--- config.mk ---
export PLATFORM = sky130hd
export DESIGN_NAME = integer_field_formatter
export DESIGN_NICKNAME = d
export VERILOG_FILES = /design/src/rtl/core/iff_pkg.sv /design/src/rtl/core/iff_front.sv /design/src/rtl/core/iff_queue.sv /design/src/rtl/core/iff_back.sv /design/src/rtl/core/integer_field_formatter.sv
export SDC_FILE = /design/constraint.sdc
export NUM_CORES = 2
export LEC_CHECK = 0
export ABC_CLOCK_PERIOD_IN_PS = 22000
export BUFFER_PORTS_ARGS = -buffer_cell sky130_fd_sc_hd__buf_2
export CAP_MARGIN = 40
export CORE_UTILIZATION = 60
export CTS_BUF_LIST = sky130_fd_sc_hd__clkbuf_4 sky130_fd_sc_hd__clkbuf_8
export DETAILED_ROUTE_END_ITERATION = 7
export MAX_ROUTING_LAYER = met4
export PLACE_DENSITY = 0.77
export SYNTH_ARGS = -nofsm -noshare
export SYNTH_HDL_FRONTEND = slang
export SYNTH_SLANG_ARGS = --single-unit
--- constraint.sdc ---
create_clock -name clk -period 22 [get_ports clk]
set_clock_uncertainty 0.05 [all_clocks]
set_input_delay 4.4 -clock clk [delete_from_list [all_inputs] [get_ports clk]]
set_output_delay 4.4 -clock clk [all_outputs]
set_load 0.05 [all_outputs]
--- src/rtl/core/iff_pkg.sv ---
// iff_pkg: types, codes and constants shared by the integer field formatter
// used by iff_front, iff_queue, iff_back, integer_field_formatter and iff_checker
`default_nettype none

package iff_pkg;

  localparam logic [1:0] KIND_UDEC = 2'd0;
  localparam logic [1:0] KIND_SDEC = 2'd1;
  localparam logic [1:0] KIND_HEX  = 2'd2;
  localparam logic [1:0] KIND_PTR  = 2'd3;

  localparam int POINTER_DIGITS  = 8;
  localparam int MAX_FIELD_WIDTH = 63;

  // longest digit string: ten decimal digits for a 32-bit magnitude
  localparam int DIG_SLOTS = 10;
  localparam int DIG_IDX_W = $clog2(DIG_SLOTS);

  // ceil(2^35 / 10); floor(v * DIV10_RECIP / 2^35) is v / 10 for every 32-bit v
  localparam logic [31:0] DIV10_RECIP = 32'hCCCC_CCCD;
  localparam int DIV10_SHIFT = 35;

  localparam logic [7:0] CH_MINUS = 8'h2D;
  localparam logic [7:0] CH_SPACE = 8'h20;
  localparam logic [7:0] CH_ZERO  = 8'h30;
  localparam logic [7:0] CH_ALPHA = 8'h57; // 'a' - 10

  typedef struct packed {
    logic [1:0]  kind;
    logic [31:0] value;
    logic        pad_zero;
    logic [5:0]  field_width;
  } iff_in_t;

  typedef struct packed {
    logic [7:0] character;
    logic       last;
  } iff_out_t;

  // classified item handed from front to back
  typedef struct packed {
    logic [31:0] mag;
    logic        neg;
    logic        hex;
    logic        pad_zero;
    logic [5:0]  width;
  } iff_job_t;

  function automatic logic [7:0] hex_glyph(input logic [3:0] d);
    logic [7:0] g;
    if (d < 4'd10) begin
      g = CH_ZERO + {4'b0, d};
    end else begin
      g = CH_ALPHA + {4'b0, d};
    end
    return g;
  endfunction

endpackage

`default_nettype wire

--- src/rtl/core/iff_front.sv ---
// iff_front: input register that classifies each item (sign, magnitude, width)
// depends on iff_pkg
`default_nettype none

module iff_front (
  input  wire logic              clk,
  input  wire logic              rst,
  input  wire logic              item_valid,
  output logic                   item_ready,
  input  wire iff_pkg::iff_in_t  item,
  output logic                   job_valid,
  input  wire logic              job_ready,
  output iff_pkg::iff_job_t      job
);
  import iff_pkg::*;

  logic     full;
  iff_job_t held;
  iff_job_t classified;

  always_comb begin
    classified          = '0;
    classified.pad_zero = item.pad_zero;
    classified.hex      = (item.kind == KIND_HEX) || (item.kind == KIND_PTR);
    classified.neg      = (item.kind == KIND_SDEC) && item.value[31];
    classified.mag      = classified.neg ? (32'd0 - item.value) : item.value;
    if (item.kind == KIND_PTR) begin
      classified.width = 6'(POINTER_DIGITS);
    end else if (item.field_width > 6'(MAX_FIELD_WIDTH)) begin
      classified.width = 6'(MAX_FIELD_WIDTH);
    end else begin
      classified.width = item.field_width;
    end
  end

  assign item_ready = !full || job_ready;
  assign job_valid  = full;
  assign job        = held;

  always_ff @(posedge clk) begin
    if (rst) begin
      full <= 1'b0;
    end else if (item_valid && item_ready) begin
      full <= 1'b1;
    end else if (job_ready) begin
      full <= 1'b0;
    end
  end

  always_ff @(posedge clk) begin
    if (item_valid && item_ready) begin
      held <= classified;
    end
  end

endmodule

`default_nettype wire

--- src/rtl/core/iff_queue.sv ---
// iff_queue: two-entry queue of classified items between front and back
// depends on iff_pkg
`default_nettype none

module iff_queue (
  input  wire logic               clk,
  input  wire logic               rst,
  input  wire logic               push_valid,
  output logic                    push_ready,
  input  wire iff_pkg::iff_job_t  push_job,
  output logic                    pop_valid,
  input  wire logic               pop_ready,
  output iff_pkg::iff_job_t       pop_job
);
  import iff_pkg::*;

  localparam int QDEPTH = 2;
  localparam int PTR_W  = $clog2(QDEPTH);
  localparam int CNT_W  = $clog2(QDEPTH + 1);

  iff_job_t             slots [QDEPTH];
  logic [PTR_W-1:0]     wr_ptr;
  logic [PTR_W-1:0]     rd_ptr;
  logic [CNT_W-1:0]     cnt;
  logic                 do_push;
  logic                 do_pop;

  assign push_ready = (cnt != CNT_W'(QDEPTH));
  assign pop_valid  = (cnt != '0);
  assign pop_job    = slots[rd_ptr];
  assign do_push    = push_valid && push_ready;
  assign do_pop     = pop_valid && pop_ready;

  always_ff @(posedge clk) begin
    if (rst) begin
      wr_ptr <= '0;
      rd_ptr <= '0;
      cnt    <= '0;
    end else begin
      if (do_push) begin
        wr_ptr <= wr_ptr + 1'b1;
      end
      if (do_pop) begin
        rd_ptr <= rd_ptr + 1'b1;
      end
      if (do_push && !do_pop) begin
        cnt <= cnt + 1'b1;
      end else if (do_pop && !do_push) begin
        cnt <= cnt - 1'b1;
      end
    end
  end

  always_ff @(posedge clk) begin
    if (do_push) begin
      slots[wr_ptr] <= push_job;
    end
  end

endmodule

`default_nettype wire

--- src/rtl/core/iff_back.sv ---
// iff_back: digit extraction (reciprocal multiply for decimal) and character emitter
// depends on iff_pkg
`default_nettype none

module iff_back (
  input  wire logic               clk,
  input  wire logic               rst,
  input  wire logic               job_valid,
  output logic                    job_ready,
  input  wire iff_pkg::iff_job_t  job,
  output logic                    glyph_valid,
  input  wire logic               glyph_ready,
  output iff_pkg::iff_out_t       glyph
);
  import iff_pkg::*;

  localparam logic [1:0] ST_IDLE   = 2'd0;
  localparam logic [1:0] ST_DIGITS = 2'd1;
  localparam logic [1:0] ST_EMIT   = 2'd2;

  logic [1:0]           state;
  logic [31:0]          mag;
  logic                 neg;
  logic                 hex;
  logic                 pad_zero;
  logic [5:0]           width;
  logic [DIG_IDX_W-1:0] nd;
  logic [3:0]           dig [DIG_SLOTS];
  logic                 phase;
  logic [63:0]          prod;
  logic [5:0]           pad_cnt;
  logic                 sign_pend;
  logic [DIG_IDX_W-1:0] idx;

  logic [28:0]          quo;
  logic [31:0]          quo_x10;
  logic [31:0]          rem;
  logic [3:0]           digit;
  logic [31:0]          mag_next;
  logic                 digit_done;
  logic [DIG_IDX_W-1:0] nd_next;
  logic [7:0]           pad_raw;
  logic                 emit_fire;
  iff_out_t             emit_glyph;

  assign job_ready = (state == ST_IDLE);

  // decimal: after the multiply phase, turns the registered product into quotient and remainder
  always_comb begin
    quo     = prod[63:DIV10_SHIFT];
    quo_x10 = 32'({quo, 3'b000}) + 32'({quo, 1'b0});
    rem     = mag - quo_x10;
    if (hex) begin
      digit    = mag[3:0];
      mag_next = {4'b0, mag[31:4]};
    end else begin
      digit    = rem[3:0];
      mag_next = 32'(quo);
    end
    digit_done = hex || phase;
    nd_next    = nd + 1'b1;
    pad_raw    = {2'b00, width} - {7'b0, neg} - 8'(nd_next);
  end

  assign emit_fire = (state == ST_EMIT) && (!glyph_valid || glyph_ready);

  always_comb begin
    emit_glyph = '0;
    if (sign_pend) begin
      emit_glyph.character = CH_MINUS;
    end else if (pad_cnt != '0) begin
      emit_glyph.character = pad_zero ? CH_ZERO : CH_SPACE;
    end else begin
      emit_glyph.character = hex_glyph(dig[idx]);
      emit_glyph.last      = (idx == '0);
    end
  end

  always_ff @(posedge clk) begin
    if (rst) begin
      state       <= ST_IDLE;
      glyph_valid <= 1'b0;
      phase       <= 1'b0;
      nd          <= '0;
      sign_pend   <= 1'b0;
      pad_cnt     <= '0;
      idx         <= '0;
    end else begin
      if (emit_fire) begin
        glyph_valid <= 1'b1;
      end else if (glyph_ready) begin
        glyph_valid <= 1'b0;
      end
      case (state)
        ST_IDLE: begin
          if (job_valid) begin
            state <= ST_DIGITS;
            phase <= 1'b0;
            nd    <= '0;
          end
        end
        ST_DIGITS: begin
          phase <= !digit_done;
          if (digit_done) begin
            nd <= nd_next;
            if (mag_next == '0) begin
              state     <= ST_EMIT;
              idx       <= nd;
              sign_pend <= neg;
              pad_cnt   <= pad_raw[7] ? 6'd0 : pad_raw[5:0];
            end
          end
        end
        ST_EMIT: begin
          if (emit_fire) begin
            if (sign_pend) begin
              sign_pend <= 1'b0;
            end else if (pad_cnt != '0) begin
              pad_cnt <= pad_cnt - 1'b1;
            end else if (idx == '0) begin
              state <= ST_IDLE;
            end else begin
              idx <= idx - 1'b1;
            end
          end
        end
        default: begin
          state <= ST_IDLE;
        end
      endcase
    end
  end

  // datapath registers
  always_ff @(posedge clk) begin
    if (state == ST_IDLE && job_valid) begin
      mag      <= job.mag;
      neg      <= job.neg;
      hex      <= job.hex;
      pad_zero <= job.pad_zero;
      width    <= job.width;
    end else if (state == ST_DIGITS) begin
      if (!digit_done) begin
        prod <= 64'(mag) * 64'(DIV10_RECIP);
      end else begin
        mag     <= mag_next;
        dig[nd] <= digit;
      end
    end
    if (emit_fire) begin
      glyph <= emit_glyph;
    end
  end

endmodule

`default_nettype wire

--- src/rtl/core/integer_field_formatter.sv ---
// flow: the input register classifies each item, the back end takes it from the queue,
// then extracts hex digits directly or decimal digits by a multiply, then a remainder
// step, then emits one character per cycle while glyph_ready does not stall the output
// the back end accepts no new item until the last character is out; the front
// and the two-entry queue keep accepting items while it works, until both are full
// reset: synchronous rst empties front, queue and output; no clearing pass
`default_nettype none

module integer_field_formatter (
  input  wire logic              clk,
  input  wire logic              rst,
  input  wire logic              item_valid,
  output logic                   item_ready,
  input  wire iff_pkg::iff_in_t  item,
  output logic                   glyph_valid,
  input  wire logic              glyph_ready,
  output iff_pkg::iff_out_t      glyph
);
  import iff_pkg::*;

  logic     f_valid;
  logic     f_ready;
  iff_job_t f_job;
  logic     q_valid;
  logic     q_ready;
  iff_job_t q_job;

  iff_front u_front (
    .clk        (clk),
    .rst        (rst),
    .item_valid (item_valid),
    .item_ready (item_ready),
    .item       (item),
    .job_valid  (f_valid),
    .job_ready  (f_ready),
    .job        (f_job)
  );

  iff_queue u_queue (
    .clk        (clk),
    .rst        (rst),
    .push_valid (f_valid),
    .push_ready (f_ready),
    .push_job   (f_job),
    .pop_valid  (q_valid),
    .pop_ready  (q_ready),
    .pop_job    (q_job)
  );

  iff_back u_back (
    .clk         (clk),
    .rst         (rst),
    .job_valid   (q_valid),
    .job_ready   (q_ready),
    .job         (q_job),
    .glyph_valid (glyph_valid),
    .glyph_ready (glyph_ready),
    .glyph       (glyph)
  );

endmodule

`default_nettype wire

==> results.py <==
metrics = {
    "run_status": {
        "status": "finished clean",
    },
    "timing": {
        "hold_viol": 0,
        "maxSlewViolCount": 0,
        "fin_crit_ns": 8.47,
        "relSlewSlack": 0.407,
        "setup_viol": 0,
        "finalCritPeriodShare": 0.385,
        "rsz0062_at_grt": "false",
        "max_freq_ghz": 0.118,
        "setup_ws_ns": 13.53,
        "worst_pin_slew_ns": 0.888,
        "fin_tns_setup_ns": 0,
    },
    "layout": {
        "layout_commonest_cell": "inv_1",
        "final_cell_mix": "644 x inv_1, 387 x fa_1, 370 x ha_1, 241 x edfxtp_1, 128 x a21oi_1",
        "multi_input_area_um2": 18300,
        "seqCellArea_um2": 7820,
        "drive_gt1_frac": 0.0652,
        "nets": 3476,
        "area_growth_pct": 5.92,
        "nFillCells": 3714,
    },
    "worst_setup_path": {
        "rr_worst_depth": 19,
        "worst_ep_arrival_time_ns": 8.68,
        "regToRegSetupSlack_ns": 13.53,
        "worstSetupPathType": "reg2reg",
        "critical_path.endpoint_type": "register",
        "reg2reg_to": "u_back.prod[56]$_DFFE_PP_",
        "required_ns": 22.21,
        "critPathMaxFanout": 9,
        "timing.rr.start": "u_back.mag[27]$_DFFE_PP_",
        "cp-start-kind": "register",
    },
    "clock_tree": {
        "cts_setup_buffers": 0,
        "clock_path_buffers": 3,
        "worst_skew_pair.late_latency_ns": 0.54,
        "tritoncts": "built",
        "postCtsHoldBufs": 0,
        "clkSinkCount": 270,
        "htreeDepth": 2,
        "clk_pin_slew_ns": 0.07,
        "cts_root_buffer": "clkbuf_8",
        "cts_resized": 0,
        "cts_made_buffers": 36,
    },
    "routing": {
        "firstDrtPassIters": 7,
        "drt_iter0_drc": 1461,
        "routedWlPerCell_um": 22.7,
        "viasPerCell": 5.83,
        "vias": 19300,
        "finalWirelength_mm": 75.1,
        "drc": 0,
        "ant_nets": 0,
    },
    "synth": {
        "avgSynthCellArea_um2": 11.0,
        "synth_fp_nets": 3420,
        "synth-edff-count": 241,
        "async_reset_ff_frac": 0,
        "ys_ff_latch": 270,
        "ys_types": 80,
        "synthCells": 2618,
        "yosysWarnings": 0,
        "synth_area_um2": 28700,
        "synth_flop_cell": "edfxtp_1",
        "synth-seq-area-share": 0.272,
    },
    "floorplan": {
        "initial_core_util": 0.613,
        "row_count": 79,
        "die_y_um": 221,
        "ioPinCount": 56,
        "dieWidth_um": 221,
        "dieArea_um2": 48800,
        "core_um2": 46900,
    },
    "place": {
        "gp_congestion": 1.08,
        "place_ws_ns": 13.67,
        "dp_hpwl_mm": 64.0,
        "io_buffers": 54,
    },
    "worst_hold_path": {
        "hp-start": "u_front.job[26]$_DFFE_PP_",
        "worstHoldEndpoint": "u_queue.slots[1][26]$_DFFE_PP_",
        "whs_path_depth": 0,
        "hold_class": "reg2reg",
    },
    "job": {
        "cap_violations": 0,
    },
    "global_routing": {
        "grt_pass1_vias": 20100,
        "grt_max_degree": 61,
        "antenna_found_initial": 3,
        "grt_usage": 0.323,
        "gr-total-overflow": 0,
        "grt_pass1_wl_mm": 114,
    },
}
==> worst max-delay path: stages (launching register included) <==
cell	delay, ns
edfxtp_1	0.73
ha_1	0.68
inv_1	0.10
fa_1	0.52
inv_1	0.07
fa_1	0.63
fa_1	0.48
fa_1	0.56
fa_1	0.44
fa_1	0.47
ha_1	0.32
ha_1	0.44
a211oi_1	0.28
o211ai_1	0.12
a21boi_0	0.52
o221ai_1	0.22
a21oi_1	0.70
a21oi_1	0.13
a2111oi_0	0.60
xnor2_1	0.12
==> cells by family after synthesis <==
| family | Yosys count | share of synthesized area |
|---|---|---|
| buffers and inverters | 696 | 0.0913 |
| DFF | 270 | 0.272 |
| other | 2 | 0.000261 |
| adders and majority gates | 757 | 0.431 |
| and+or+nand+nor | 357 | 0.0651 |
| AOI/OAI and AO/OA | 353 | 0.0782 |
| xor gates and xnor gates | 123 | 0.0375 |
| muxes | 60 | 0.0248 |
==> registers in the layout, indices dropped and copies added, names as in the netlist, 6 cells and up, named ones only <==
name,flops
u_back.prod,29
u_back.width,6
u_back.mag,32
u_front.job,41
u_back.glyph,8
u_queue.slots,82
u_back.pad_cnt,6
u_back.dig,40
==> Yosys cell counts (all sizes together), types with 23 or more instances <==
cell / n / share of area
fa: 387 / 0.27
a21oi: 128 / 0.022
edfxtp: 241 / 0.25
xor2: 65 / 0.020
dfxtp: 29 / 0.020
nor2: 81 / 0.011
a211oi: 40 / 0.011
and2: 26 / 0.0057
mux2i: 42 / 0.015
a21o: 37 / 0.0097
clkbuf: 40 / 0.0052
xnor2: 58 / 0.018
ha: 370 / 0.16
nand2: 83 / 0.011
nor2b: 38 / 0.0083
nor3: 23 / 0.0045
o21ai: 65 / 0.011
inv: 645 / 0.084
==> routing by layer <==
metal / vias to the layer above / global-route usage / wire, um
met4: 0 / 0.140 / 3750
met2: 763 / 0.506 / 35300
met1: 9700 / 0.413 / 30600
met5: - / - / 0
li1: 8697 / - / -
met3: 145 / 0.0600 / 5480
==> final cells by class <==
type                            instances  area share
Sequential cell                       270       0.257
Tap cell                              607      0.0250
Inverter                              645      0.0795
Timing Repair Buffer                   69      0.0132
Antenna cell                            4    0.000329
Multi-Input combinational cell       1652       0.601
Clock inverter                         15     0.00321
Clock buffer                           50      0.0203
==> stage by stage <==
stage          hold slack, ns  cells  utilization  area (um^2)
4_1_cts                 0.401   3308        0.649        30400
5_1_grt                 0.405   3312        0.650        30400
6_report                0.401   3312        0.650        30400
3_5_place_dp            0.382   3243        0.634        29700
3_3_place_gp            0.375   3238        0.633        29700
2_1_floorplan           0.371   2618            -        28700
==> worst max path at each step <==
stage	start	endpoint	slack, ns	cells after the start
6_report	u_back.mag[27]$_DFFE_PP_	u_back.prod[56]$_DFFE_PP_	13.53	19
5_1_grt	u_back.mag[26]$_DFFE_PP_	u_back.prod[56]$_DFFE_PP_	13.28	19
4_1_cts	u_back.mag[27]$_DFFE_PP_	u_back.prod[63]$_DFFE_PP_	13.59	19
3_5_place_dp	u_back.mag[26]$_DFFE_PP_	u_back.prod[63]$_DFFE_PP_	13.67	19
3_3_place_gp	u_back.mag[27]$_DFFE_PP_	u_back.prod[63]$_DFFE_PP_	13.61	19
2_1_floorplan	u_back.mag[9]$_DFFE_PP_	u_back.prod[56]$_DFFE_PP_	15.04	24
Power is left out: the tool's default activity adds up to more than one toggle a clock period on the data nets, which glitch-free logic cannot reach.
